`src/rtl/core/lrs_pkg.sv`:
```
// shared types, constants and sigmoid table builder for the logistic regression scorer
`default_nettype none

package lrs_pkg;

    // fixed field widths
    localparam int FRAC_BITS = 16;
    localparam int VALUE_W   = 32;
    localparam int MSEL_W    = 2;
    localparam int TIDX_W    = 5;
    localparam int LOGIT_W   = FRAC_BITS + 5;
    localparam int PROB_W    = 16;
    localparam int ACC_W     = 64;

    // stream packing
    localparam int S_TDATA_W = 40;
    localparam int M_TDATA_W = 40;
    localparam int S_MSEL_LO = 0;
    localparam int S_TIDX_LO = S_MSEL_LO + MSEL_W;
    localparam int S_TVAL_LO = S_TIDX_LO + TIDX_W;
    localparam int S_USED_W  = S_TVAL_LO + VALUE_W;
    localparam int M_USED_W  = LOGIT_W + PROB_W;

    // tuser code: what an input transaction carries
    localparam logic CMD_COEF = 1'b0;
    localparam logic CMD_TERM = 1'b1;

    // sigmoid table geometry
    localparam int SIG_DEPTH = 256;
    localparam int SIG_IDX_W = $clog2(SIG_DEPTH + 1);
    localparam int FRAC_SH   = FRAC_BITS + 4;
    localparam int POS_W     = LOGIT_W + SIG_IDX_W;
    localparam int SIDX_W    = POS_W - FRAC_SH;
    localparam int IP_W      = PROB_W + FRAC_SH;

    localparam logic [63:0] ONE_Q30   = 64'd1 << 30;
    localparam logic [63:0] SIG_H_RAW = (64'd1 << 34) / SIG_DEPTH;
    localparam logic [63:0] SIG_H     = (SIG_H_RAW > ONE_Q30) ? ONE_Q30 : SIG_H_RAW;

    typedef logic [SIG_DEPTH:0][PROB_W-1:0] sig_points_t;

    typedef enum logic [2:0] {
        ST_IDLE,
        ST_MUL,
        ST_ACC,
        ST_ICPT,
        ST_LOGIT,
        ST_SIG,
        ST_OUT
    } state_t;

    // controller to datapath
    typedef struct packed {
        logic accept;
        logic mul_en;
        logic acc_en;
        logic icpt_en;
        logic logit_en;
        logic sig_en;
        logic out_load;
    } lrs_cmd_t;

    // datapath to controller
    typedef struct packed {
        logic in_term;
        logic last;
        logic out_free;
    } lrs_status_t;

    // shift-subtract quotient, evaluated only while building the table
    function automatic logic [63:0] udiv64(input logic [63:0] num, input logic [63:0] den);
        logic [63:0] q;
        logic [63:0] rem;
        q   = '0;
        rem = '0;
        for (int i = 63; i >= 0; i--) begin
            rem = {rem[62:0], num[i]};
            if (rem >= den) begin
                rem  = rem - den;
                q[i] = 1'b1;
            end
        end
        return q;
    endfunction

    // sigmoid(16k/D) for k = 0..D, in Q0.16
    function automatic sig_points_t build_sig_points();
        logic [63:0] term;
        logic [63:0] r;
        logic [63:0] e;
        logic [63:0] den;
        logic [63:0] p;
        sig_points_t pts;
        term = ONE_Q30;
        r    = ONE_Q30;
        e    = ONE_Q30;
        pts  = '0;
        // e^(-16/D) from a truncated taylor series
        for (int n = 1; n <= 16; n++) begin
            term = udiv64((term * SIG_H) >> 30, 64'(n));
            if (n % 2 == 1) begin
                r = r - term;
            end else begin
                r = r + term;
            end
        end
        for (int k = 0; k <= SIG_DEPTH; k++) begin
            if (k > 0) begin
                e = (e * r + (ONE_Q30 >> 1)) >> 30;
            end
            den = ONE_Q30 + e;
            p   = udiv64((64'd1 << 46) + (den >> 1), den);
            if (p > 64'd65535) begin
                p = 64'd65535;
            end
            pts[k] = p[PROB_W-1:0];
        end
        return pts;
    endfunction

    localparam sig_points_t SIG_POINTS = build_sig_points();

endpackage

`default_nettype wire

```
`src/rtl/core/lrs_ctrl.sv`:
```
// sequencing state machine for the logistic regression scorer
`default_nettype none

module lrs_ctrl (
    input  wire logic                aclk,
    input  wire logic                aresetn,
    input  wire logic                s_tvalid,
    output logic                     s_tready,
    input  wire lrs_pkg::lrs_status_t status,
    output lrs_pkg::lrs_cmd_t        cmd
);

    lrs_pkg::state_t state_reg;
    lrs_pkg::state_t state_next;
    logic            accept;

    assign accept = s_tvalid && s_tready;

    // state register
    always_ff @(posedge aclk) begin
        if (!aresetn) begin
            state_reg <= lrs_pkg::ST_IDLE;
        end else begin
            state_reg <= state_next;
        end
    end

    // next state
    always_comb begin
        state_next = state_reg;
        unique case (state_reg)
            lrs_pkg::ST_IDLE: begin
                if (accept && status.in_term == lrs_pkg::CMD_TERM) begin
                    state_next = lrs_pkg::ST_MUL;
                end
            end
            lrs_pkg::ST_MUL: begin
                state_next = lrs_pkg::ST_ACC;
            end
            lrs_pkg::ST_ACC: begin
                priority if (status.last) begin
                    state_next = lrs_pkg::ST_ICPT;
                end else if (accept && status.in_term == lrs_pkg::CMD_TERM) begin
                    state_next = lrs_pkg::ST_MUL;
                end else begin
                    state_next = lrs_pkg::ST_IDLE;
                end
            end
            lrs_pkg::ST_ICPT: begin
                state_next = lrs_pkg::ST_LOGIT;
            end
            lrs_pkg::ST_LOGIT: begin
                state_next = lrs_pkg::ST_SIG;
            end
            lrs_pkg::ST_SIG: begin
                state_next = lrs_pkg::ST_OUT;
            end
            lrs_pkg::ST_OUT: begin
                if (status.out_free) begin
                    state_next = lrs_pkg::ST_IDLE;
                end
            end
            default: begin
                state_next = lrs_pkg::ST_IDLE;
            end
        endcase
    end

    // outputs per state
    always_comb begin
        s_tready     = 1'b0;
        cmd          = '0;
        unique case (state_reg)
            lrs_pkg::ST_IDLE: begin
                s_tready = 1'b1;
            end
            lrs_pkg::ST_MUL: begin
                cmd.mul_en = 1'b1;
            end
            lrs_pkg::ST_ACC: begin
                cmd.acc_en = 1'b1;
                s_tready   = !status.last;
            end
            lrs_pkg::ST_ICPT: begin
                cmd.icpt_en = 1'b1;
            end
            lrs_pkg::ST_LOGIT: begin
                cmd.logit_en = 1'b1;
            end
            lrs_pkg::ST_SIG: begin
                cmd.sig_en = 1'b1;
            end
            lrs_pkg::ST_OUT: begin
                cmd.out_load = status.out_free;
            end
            default: begin
                s_tready = 1'b0;
            end
        endcase
        cmd.accept = s_tvalid && s_tready;
    end

endmodule

`default_nettype wire

```
`config.mk`:
```
export PLATFORM = sky130hd
export DESIGN_NAME = lrs_ctrl
export DESIGN_NICKNAME = d
export VERILOG_FILES = /design/src/rtl/core/lrs_pkg.sv /design/src/rtl/core/lrs_ctrl.sv
export SDC_FILE = /design/constraint.sdc
export NUM_CORES = 1
export LEC_CHECK = 0
export ABC_CLOCK_PERIOD_IN_PS = 1330
export BUFFER_PORTS_ARGS = -buffer_cell sky130_fd_sc_hd__buf_2
export CAP_MARGIN = 25
export CORE_AREA = 2 2 39 41
export CTS_CLUSTER_SIZE = 28
export DETAILED_ROUTE_END_ITERATION = 10
export DIE_AREA = 0 0 41 43
export PLACE_DENSITY = 0.48
export RECOVER_POWER = 50
export SYNTH_ARGS = -nofsm -noshare
export SYNTH_HDL_FRONTEND = slang
export SYNTH_SLANG_ARGS = --single-unit
```
`constraint.sdc`:
```
create_clock -name aclk -period 1.33 [get_ports aclk]
set_input_delay 0.0665 -clock aclk [delete_from_list [all_inputs] [get_ports aclk]]
set_output_delay 0.0665 -clock aclk [all_outputs]
set_load 0.01 [all_outputs]
```
# ---- After elaboration in Yosys (flattened, before gate mapping)
# Index checks and enable logic that the tools add are counted.
dict set report op_classes {
  eq_ne 8
  mux 12
  n_reduce_logical 5
}
# operator count
set ops {}
lappend ops {{$pmux W3 S7} 1}
lappend ops {{$eq A3 B3 Y1 const B} 3}
lappend ops {{$mux W1} 7}
lappend ops {{$eq A3 B2 Y1 const B} 2}
lappend ops {{$mux W3} 2}
lappend ops {{$ne A2 B2 Y1 const B} 2}
lappend ops {{$eq A3 B1 Y1 const B} 1}
lappend ops {{$logic_not A3 Y1} 1}
lappend ops {{$logic_and A1 B1 Y1} 2}
lappend ops {{$mux W2} 1}
lappend ops {{$pmux W1 S2} 1}
lappend ops {{$reduce_and A2 Y1} 1}
lappend ops {{$logic_not A1 Y1} 1}
dict set report totals {
  reg_bits 3
}

# ---- Depth between registers and ports, before layout
# Gate-level depths: netlist of the first run.
dict set report logic_depth {
  ltp_word 7
  mapped_depth 4
  mapped_depth_nobuf 3
}

# ---- Worst setup path before layout of the first run
# Ideal clock, no wire load.
dict set report synth_path {
  path_kind {flip-flop to output port}
  startpoint {register state_reg[1]}
  endpoint {output port cmd[6] (netlist bit)}
  arrival_ns 0.970
  required_time_ns 1.263
  setup_slack_ns 0.293
  path_stages_with_launch 5
  n_path_buf 2
  path_cell_list {dfxtp_1 buf_4 a211oi_2 and2_1 buf_4}
}
dict set report synth_between {
  elab_chain_len 3
}
# item line_no
set synth_rtl {}
lappend synth_rtl {{start: declaration} lrs_ctrl.sv:13} ;# lrs_pkg::state_t state_reg;
lappend synth_rtl {{start signal: assignment} lrs_ctrl.sv:22} ;# state_reg <= lrs_pkg::ST_IDLE;
lappend synth_rtl {{start signal: assignment} lrs_ctrl.sv:24} ;# state_reg <= state_next;
lappend synth_rtl {{$eq A3 B2 Y1 or $logic_not A3 Y1 (tied branches)} lrs_ctrl.sv:73} ;# unique case (state_reg)
lappend synth_rtl {{$pmux W1 S2 (*)} lrs_ctrl.sv:73}
lappend synth_rtl {{net s_tready} lrs_ctrl.sv:8} ;# output logic s_tready,
lappend synth_rtl {{$logic_and A1 B1 Y1 (*)} -}
lappend synth_rtl {{end: declaration} lrs_ctrl.sv:10} ;# output lrs_pkg::lrs_cmd_t cmd
# Mark *: on every way through the listed nets, which the timed path passes. The rest lies on a longest branch.

==> impl_metrics.json, run 1 <==
{
  "crit_buf_inv": 2,
  "hpwl_um": 387,
  "antenna_found_initial": 0,
  "outcome": "finished, final reports clean",
  "synthMuxAreaShare_pct": 0,
  "syn-cell-area_sq_um": 223,
  "async_flop_share_pct": 0,
  "synth_edf_count": 0,
  "numCtsBuffers": 3,
  "grt_pass1_vias": 197,
  "final_util_pct": 21.8,
  "worst_setup_path_start_kind": "flop",
  "synth_fa_ha_area_share_pct": 0,
  "synth.avg_cell_area_sq_um": 8.25,
  "maxSlewViolCount": 0,
  "crit_chain": "inv_1 -> and3_1 -> buf_2",
  "num_rows": 14,
  "post_cts_resized": 0,
  "endpoint_kind": "output pin",
  "synth_nets": 33,
  "grt_pass1_wl_um": 731,
  "synthTopCellsByArea": "dfxtp_1, a2111oi_2, a221oi_2",
  "clock-root-buffer": "clkbuf_4",
  "n_antenna_cell": 0,
  "wl_per_cell_um": 8.28,
  "die_x_um": 41,
  "yosysWarnings": 0,
  "min_period_ns": 1.23,
  "track_usage_pct": 6.61,
  "path_class": "reg2out",
  "power_density_nw_per_um2": 992,
  "stdcell_count": 57,
  "synth-seq-area-share_pct": 27.0,
  "htreeDepth": 1,
  "fin_skew_ns": 0.00193,
  "grt_max_degree": 11,
  "highest_layer": "met3",
  "setup_viol": 0,
  "detailed_place.area_sq_um": 282,
  "synth_top_cell_area_share_pct": 27.0,
  "crit_required_ns": 1.26,
  "cp.arrival_ns": 1.17,
  "fp.dieArea_sq_um": 1760,
  "coreArea_sq_um": 1380,
  "totalWireLength_um": 472,
  "vias": 237,
  "hold_buffers": 0,
  "setup-tns-final_ns": 0,
  "drtPass1Iterations": 4,
  "postLayoutCellArea_sq_um": 302,
  "area_growth_pct": 35.4,
  "fmax_mhz": 812,
  "worst_pin_slew_ns": 0.307,
  "postCtsSetupRepairBufs": 0,
  "hold_violations": 0,
  "max-slew-margin-rel_pct": 79.5,
  "power_uw": 299,
  "hold_path.class": "in2reg",
  "synth-simple-area-share_pct": 26.4,
  "crit_fanout": 9,
  "irDropWorstVdd_mv": 0.463,
  "fin_nets": 48,
  "clock_latency_ns": 0.23,
  "met2_length_um": 189,
  "synth_compound_area_share_pct": 29.8,
  "power_leakage_nw": 0.140,
  "drive_above_1_share_pct": 46.3,
  "largest_reg_flops": 3,
  "crit_family": "flip-flops",
  "pin_count": 14,
  "clock_path_buffers": 2,
  "drt_iter0_drc": 8,
  "cpMaxStageDelayCell": "dfxtp_1",
  "gp_congestion": 0.675,
  "synth-xor-area-share_pct": 0,
  "cts_tree": "built",
  "synth.largest_area_cell": "dfxtp_1",
  "drc": 0,
  "drt-met1-wl_um": 228,
  "fp.dieH_um": 43,
  "synth_top_family_by_area": "compound AO/OA/AOI/OAI gates",
  "synth-seq-cells": 3,
  "cp_slowest_stage_delay_ns": 0.48,
  "synth_commonest_cells": "dfxtp_1, inv_1",
  "grt_overflow": 0,
  "dp.cells": 53,
  "vias_per_cell": 4.16,
  "rsz0062_at_grt": "no",
  "wl_met3_um": 53,
  "ys.flop_type": "dfxtp_1",
  "ant_nets": 0,
  "start_util_pct": 16.1,
  "path_clk_slew_ns": 0.03,
  "synthCells": 27,
  "drv_cap": 0,
  "cts_sinks": 3,
  "port_buffers": 13,
  "fin_crit_sh_pct": 92.6,
  "synth.distinct_cells": 18
}
through the flow:
stage / setup WS, ns / hold slack (ns)
final: 0.0985 / 0.116
after global routing: 0.0126 / 0.129
after CTS: 0.0611 / 0.103
after detailed placement: 0.304 / 0.345
after global placement: 0.273 / 0.347
after floorplan: 0.293 / 0.203
worst paths after layout:
path | from | to | slack, ns | cells after the start
min | aresetn | state_reg[2]$_SDFFE_PN0P_ | 0.12 | 3
max | state_reg[2]$_SDFFE_PN0P_ | cmd[4] | 0.1 | 3
max reg2reg | state_reg[1]$_SDFFE_PN0P_ | state_reg[0]$_SDFFE_PN0P_ | 0.30 | 2
min reg2reg | state_reg[0]$_SDFFE_PN0P_ | state_reg[0]$_SDFFE_PN0P_ | 0.58 | 1
worst min-delay path: cells and delay by family:
kind	cells	cell delay (ns)
buf+inv	2	0.14
simple gates	1	0.10
metal layers:
layer  GRT usage, %  vias to the layer above
li1               -                      122
met1           7.67                      106
met3           7.85                        0
met2           7.50                        9
met5              0                        -
met4           2.00                        0
cell usage in the layout (no fill, tap or decap):
cell type | netlist | routed
nand2b_1 | 1 | 1
clkbuf_4 | 0 | 3
a21oi_1 | 2 | 2
clkbuf_1 | 0 | 1
nor3_1 | 2 | 2
o21ai_0 | 0 | 1
nor2_2 | 1 | 1
a2111oi_2 | 1 | 1
and3_1 | 1 | 1
inv_1 | 3 | 3
and3b_1 | 1 | 1
a211oi_2 | 1 | 1
and2_1 | 1 | 1
o2111ai_1 | 1 | 1
a221oi_1 | 0 | 1
dfxtp_1 | 3 | 3
buf_2 | 0 | 13
nor2_1 | 2 | 2
nand2_1 | 2 | 2
cell type report:
class,count,area [sq um]
Clock buffer,4,26.3
Fill cell,172,1080
Inverter,3,11.3
Sequential cell,3,60.1
Multi-Input combinational cell,18,119
Timing Repair Buffer,13,65.1
Tap cell,16,20.0
kinds of logic (layout without fill, tap and decap cells):
kind of cell / Yosys count / count (layout)
flip-flops: 3 / 3
buffers and inverters: 6 / 20
AND/OR/NAND/NOR: 11 / 11
AO/OA/AOI/OAI: 7 / 7
power by group:
| group | internal (mW) | total [mW] | switching [mW] |
|---|---|---|---|
| Combinational | 0.0210 | 0.0420 | 0.0210 |
| Sequential | 0.0943 | 0.102 | 0.00814 |
| Clock | 0.112 | 0.155 | 0.0425 |
| Total | 0.227 | 0.299 | 0.0716 |
Note: power is estimated with default switching activity, not from simulation.
==> run 2, diff against run 1 <==
--- a/config.mk
+++ b/config.mk
@@ -5,15 +5,17 @@
 export SDC_FILE = /design/constraint.sdc
 export NUM_CORES = 1
 export LEC_CHECK = 0
-export ABC_CLOCK_PERIOD_IN_PS = 1330
+export ABC_CLOCK_PERIOD_IN_PS = 1100
 export BUFFER_PORTS_ARGS = -buffer_cell sky130_fd_sc_hd__buf_2
 export CAP_MARGIN = 25
 export CORE_AREA = 2 2 39 41
 export CTS_CLUSTER_SIZE = 28
 export DETAILED_ROUTE_END_ITERATION = 10
 export DIE_AREA = 0 0 41 43
-export PLACE_DENSITY = 0.48
+export GPL_ROUTABILITY_DRIVEN = 0
+export PLACE_DENSITY = 0.5
 export RECOVER_POWER = 50
+export SETUP_SLACK_MARGIN = 0.1
 export SYNTH_ARGS = -nofsm -noshare
 export SYNTH_HDL_FRONTEND = slang
 export SYNTH_SLANG_ARGS = --single-unit
==> constraint.sdc (replaced) <==
create_clock -name aclk -period 1.1 [get_ports aclk]
set_input_delay 0.055 -clock aclk [delete_from_list [all_inputs] [get_ports aclk]]
set_output_delay 0.055 -clock aclk [all_outputs]
set_load 0.01 [all_outputs]
==> run 2 against run 1 <==
The run now ends with setup timing left. First-iteration DRC count grew 50%. Largest power group unchanged. Sequential share of layout area down 1.6 points. Routed wire length grew 26%. Global-route usage grew 1.1 points. Worst hold slack worse by 0.0075 ns. Clock skew is 0.00065 ns lower. Flip-flop and latch count unchanged. Clock power is 26% higher. Largest cell class unchanged.
==> impl_metrics.json, run 2 (synthesized netlist as in run 1, its figures left out) <==
{
  "outcome": "complete, but fails checks",
  "violations": "setup timing",
  "die_x_um": 41,
  "track_usage_pct": 7.73,
  "nFillCells": 155,
  "totalWireLength_um": 593,
  "crit_fanout": 6,
  "power_leakage_nw": 0.176,
  "rsz0062_at_grt": "yes",
  "htreeDepth": 1,
  "fp.dieH_um": 43,
  "setup_viol": 1,
  "grt_pass1_wl_um": 848,
  "vias": 248,
  "power_uw": 394,
  "maxSlewViolCount": 0,
  "max-slew-margin-rel_pct": 81.2,
  "final_cell_mix": "buf_2, inv_1, clkbuf_4, buf_4, dfxtp_4",
  "drive_above_1_share_pct": 66.7,
  "holdPathStages": 3,
  "path_class": "reg2out",
  "grt_pass1_vias": 210,
  "power_density_nw_per_um2": 1010,
  "path_clk_slew_ns": 0.04,
  "ant_nets": 0,
  "endpoint_kind": "output pin",
  "hpwl_um": 384,
  "min_period_ns": 1.10,
  "ff_latch_area_sq_um": 71.3,
  "r2r_end": "state_reg[0]$_SDFFE_PN0P_",
  "port_buffers": 13,
  "irDropWorstVdd_mv": 0.225,
  "fin_skew_ns": 0.00128,
  "cts_tree": "built",
  "grt_overflow": 0,
  "crit_chain": "a211oi_4 -> and2_1 -> buf_2",
  "drtPass1Iterations": 2,
  "n_antenna_cell": 0,
  "antenna_found_initial": 0,
  "fmax_mhz": 907,
  "area_growth_pct": 75.3,
  "clock_path_buffers": 2,
  "cpMaxStageDelayCell": "dfxtp_4",
  "final_common_cell": "buf_2",
  "cp.arrival_ns": 1.05,
  "fin_crit_sh_pct": 100,
  "reg2reg_slack_ns": 0.09,
  "fp.dieArea_sq_um": 1760,
  "fin_nets": 52,
  "timing.rr.start": "state_reg[1]$_SDFFE_PN0P_",
  "hold_buffers": 0,
  "cp_slowest_stage_delay_ns": 0.36,
  "hold_path_startpoint": "aresetn",
  "whs_endpoint": "state_reg[2]$_SDFFE_PN0P_",
  "clock-root-buffer": "clkbuf_4",
  "hold_violations": 0,
  "grt_max_degree": 9,
  "hold_path.class": "in2reg",
  "multiInputGateArea_sq_um": 163,
  "drc": 0,
  "clock_latency_ns": 0.23,
  "worst_pin_slew_ns": 0.283,
  "setup_ws_ns": -0.00279,
  "drt_iter0_drc": 12,
  "rr_worst_depth": 3,
  "worst_setup_path_start_kind": "flop",
  "wl_per_cell_um": 9.72,
  "coreArea_sq_um": 1380,
  "vias_per_cell": 4.07,
  "drv_cap": 0,
  "start_util_pct": 16.1,
  "pin_count": 14,
  "numCtsBuffers": 3,
  "whs_ns": 0.109,
  "num_rows": 14,
  "largest_reg_flops": 3,
  "crit_required_ns": 1.04,
  "cts_sinks": 3
}
==> run 2: worst max-delay path, delay by kind of cell, from the launching register on <==
kind	cells	cell delay [ns]
AOI/OAI and AO/OA	1	0.19
buffers and inverters	1	0.12
DFF	1	0.36
and+or+nand+nor	1	0.14
==> run 2: area by class of cell <==
cell class / count / area share, %
Inverter: 3 / 2.88
Multi-Input combinational cell: 18 / 41.7
Timing Repair Buffer: 17 / 25.3
Clock buffer: 4 / 6.73
Sequential cell: 3 / 18.3
Tap cell: 16 / 5.13
==> run 2: report_power, final <==
group,total [mW],internal (mW),switching (mW)
clock,0.195,0.136,0.0586
sequential,0.122,0.110,0.0119
combinational,0.0774,0.0410,0.0364
total,0.394,0.287,0.107
==> run 2: how the worst max path moves through the flow <==
stage,from,endpoint,slack (ns),cells past startpoint
CTS,state_reg[2]$_SDFFE_PN0P_,cmd[6],-0.02,3
floorplan,state_reg[1]$_SDFFE_PN0P_,cmd[6],0.10,4
finish,state_reg[1]$_SDFFE_PN0P_,cmd[6],-0.003,3
global route,state_reg[2]$_SDFFE_PN0P_,cmd[6],-0.05,3
global placement,state_reg[2]$_SDFFE_PN0P_,state_reg[2]$_SDFFE_PN0P_,0.007,3
detailed placement,state_reg[2]$_SDFFE_PN0P_,cmd[4],0.02,3
==> run 2: timing repair <==
item	CTS	global route
setup buffers	3	1
endpoints found under the setup margin	10	9
gates resized for setup	10	4
pin swaps	1	2
cloned	0	0
==> run 2: metal layers <==
metal	vias up	GRT usage [%]	part of all wire [%]
li1	129	-	-
met1	107	9.65	43
met2	10	9.06	48
met3	2	1.57	5.6
met4	0	10.0	3.2
met5	-	0	0
==> run 2: per-stage QoR <==
step	setup WS [ns]	util, %	setup TNS, ns	cell area, sq um	cells
after floorplan	0.104	-	0	230	27
after global placement	0.00723	20.9	0	289	53
after detailed placement	0.0176	20.9	0	289	53
after CTS	-0.0212	25.9	-0.0404	358	60
after global routing	-0.0545	28.2	-0.115	390	61
final	-0.00279	28.2	-0.00279	390	61
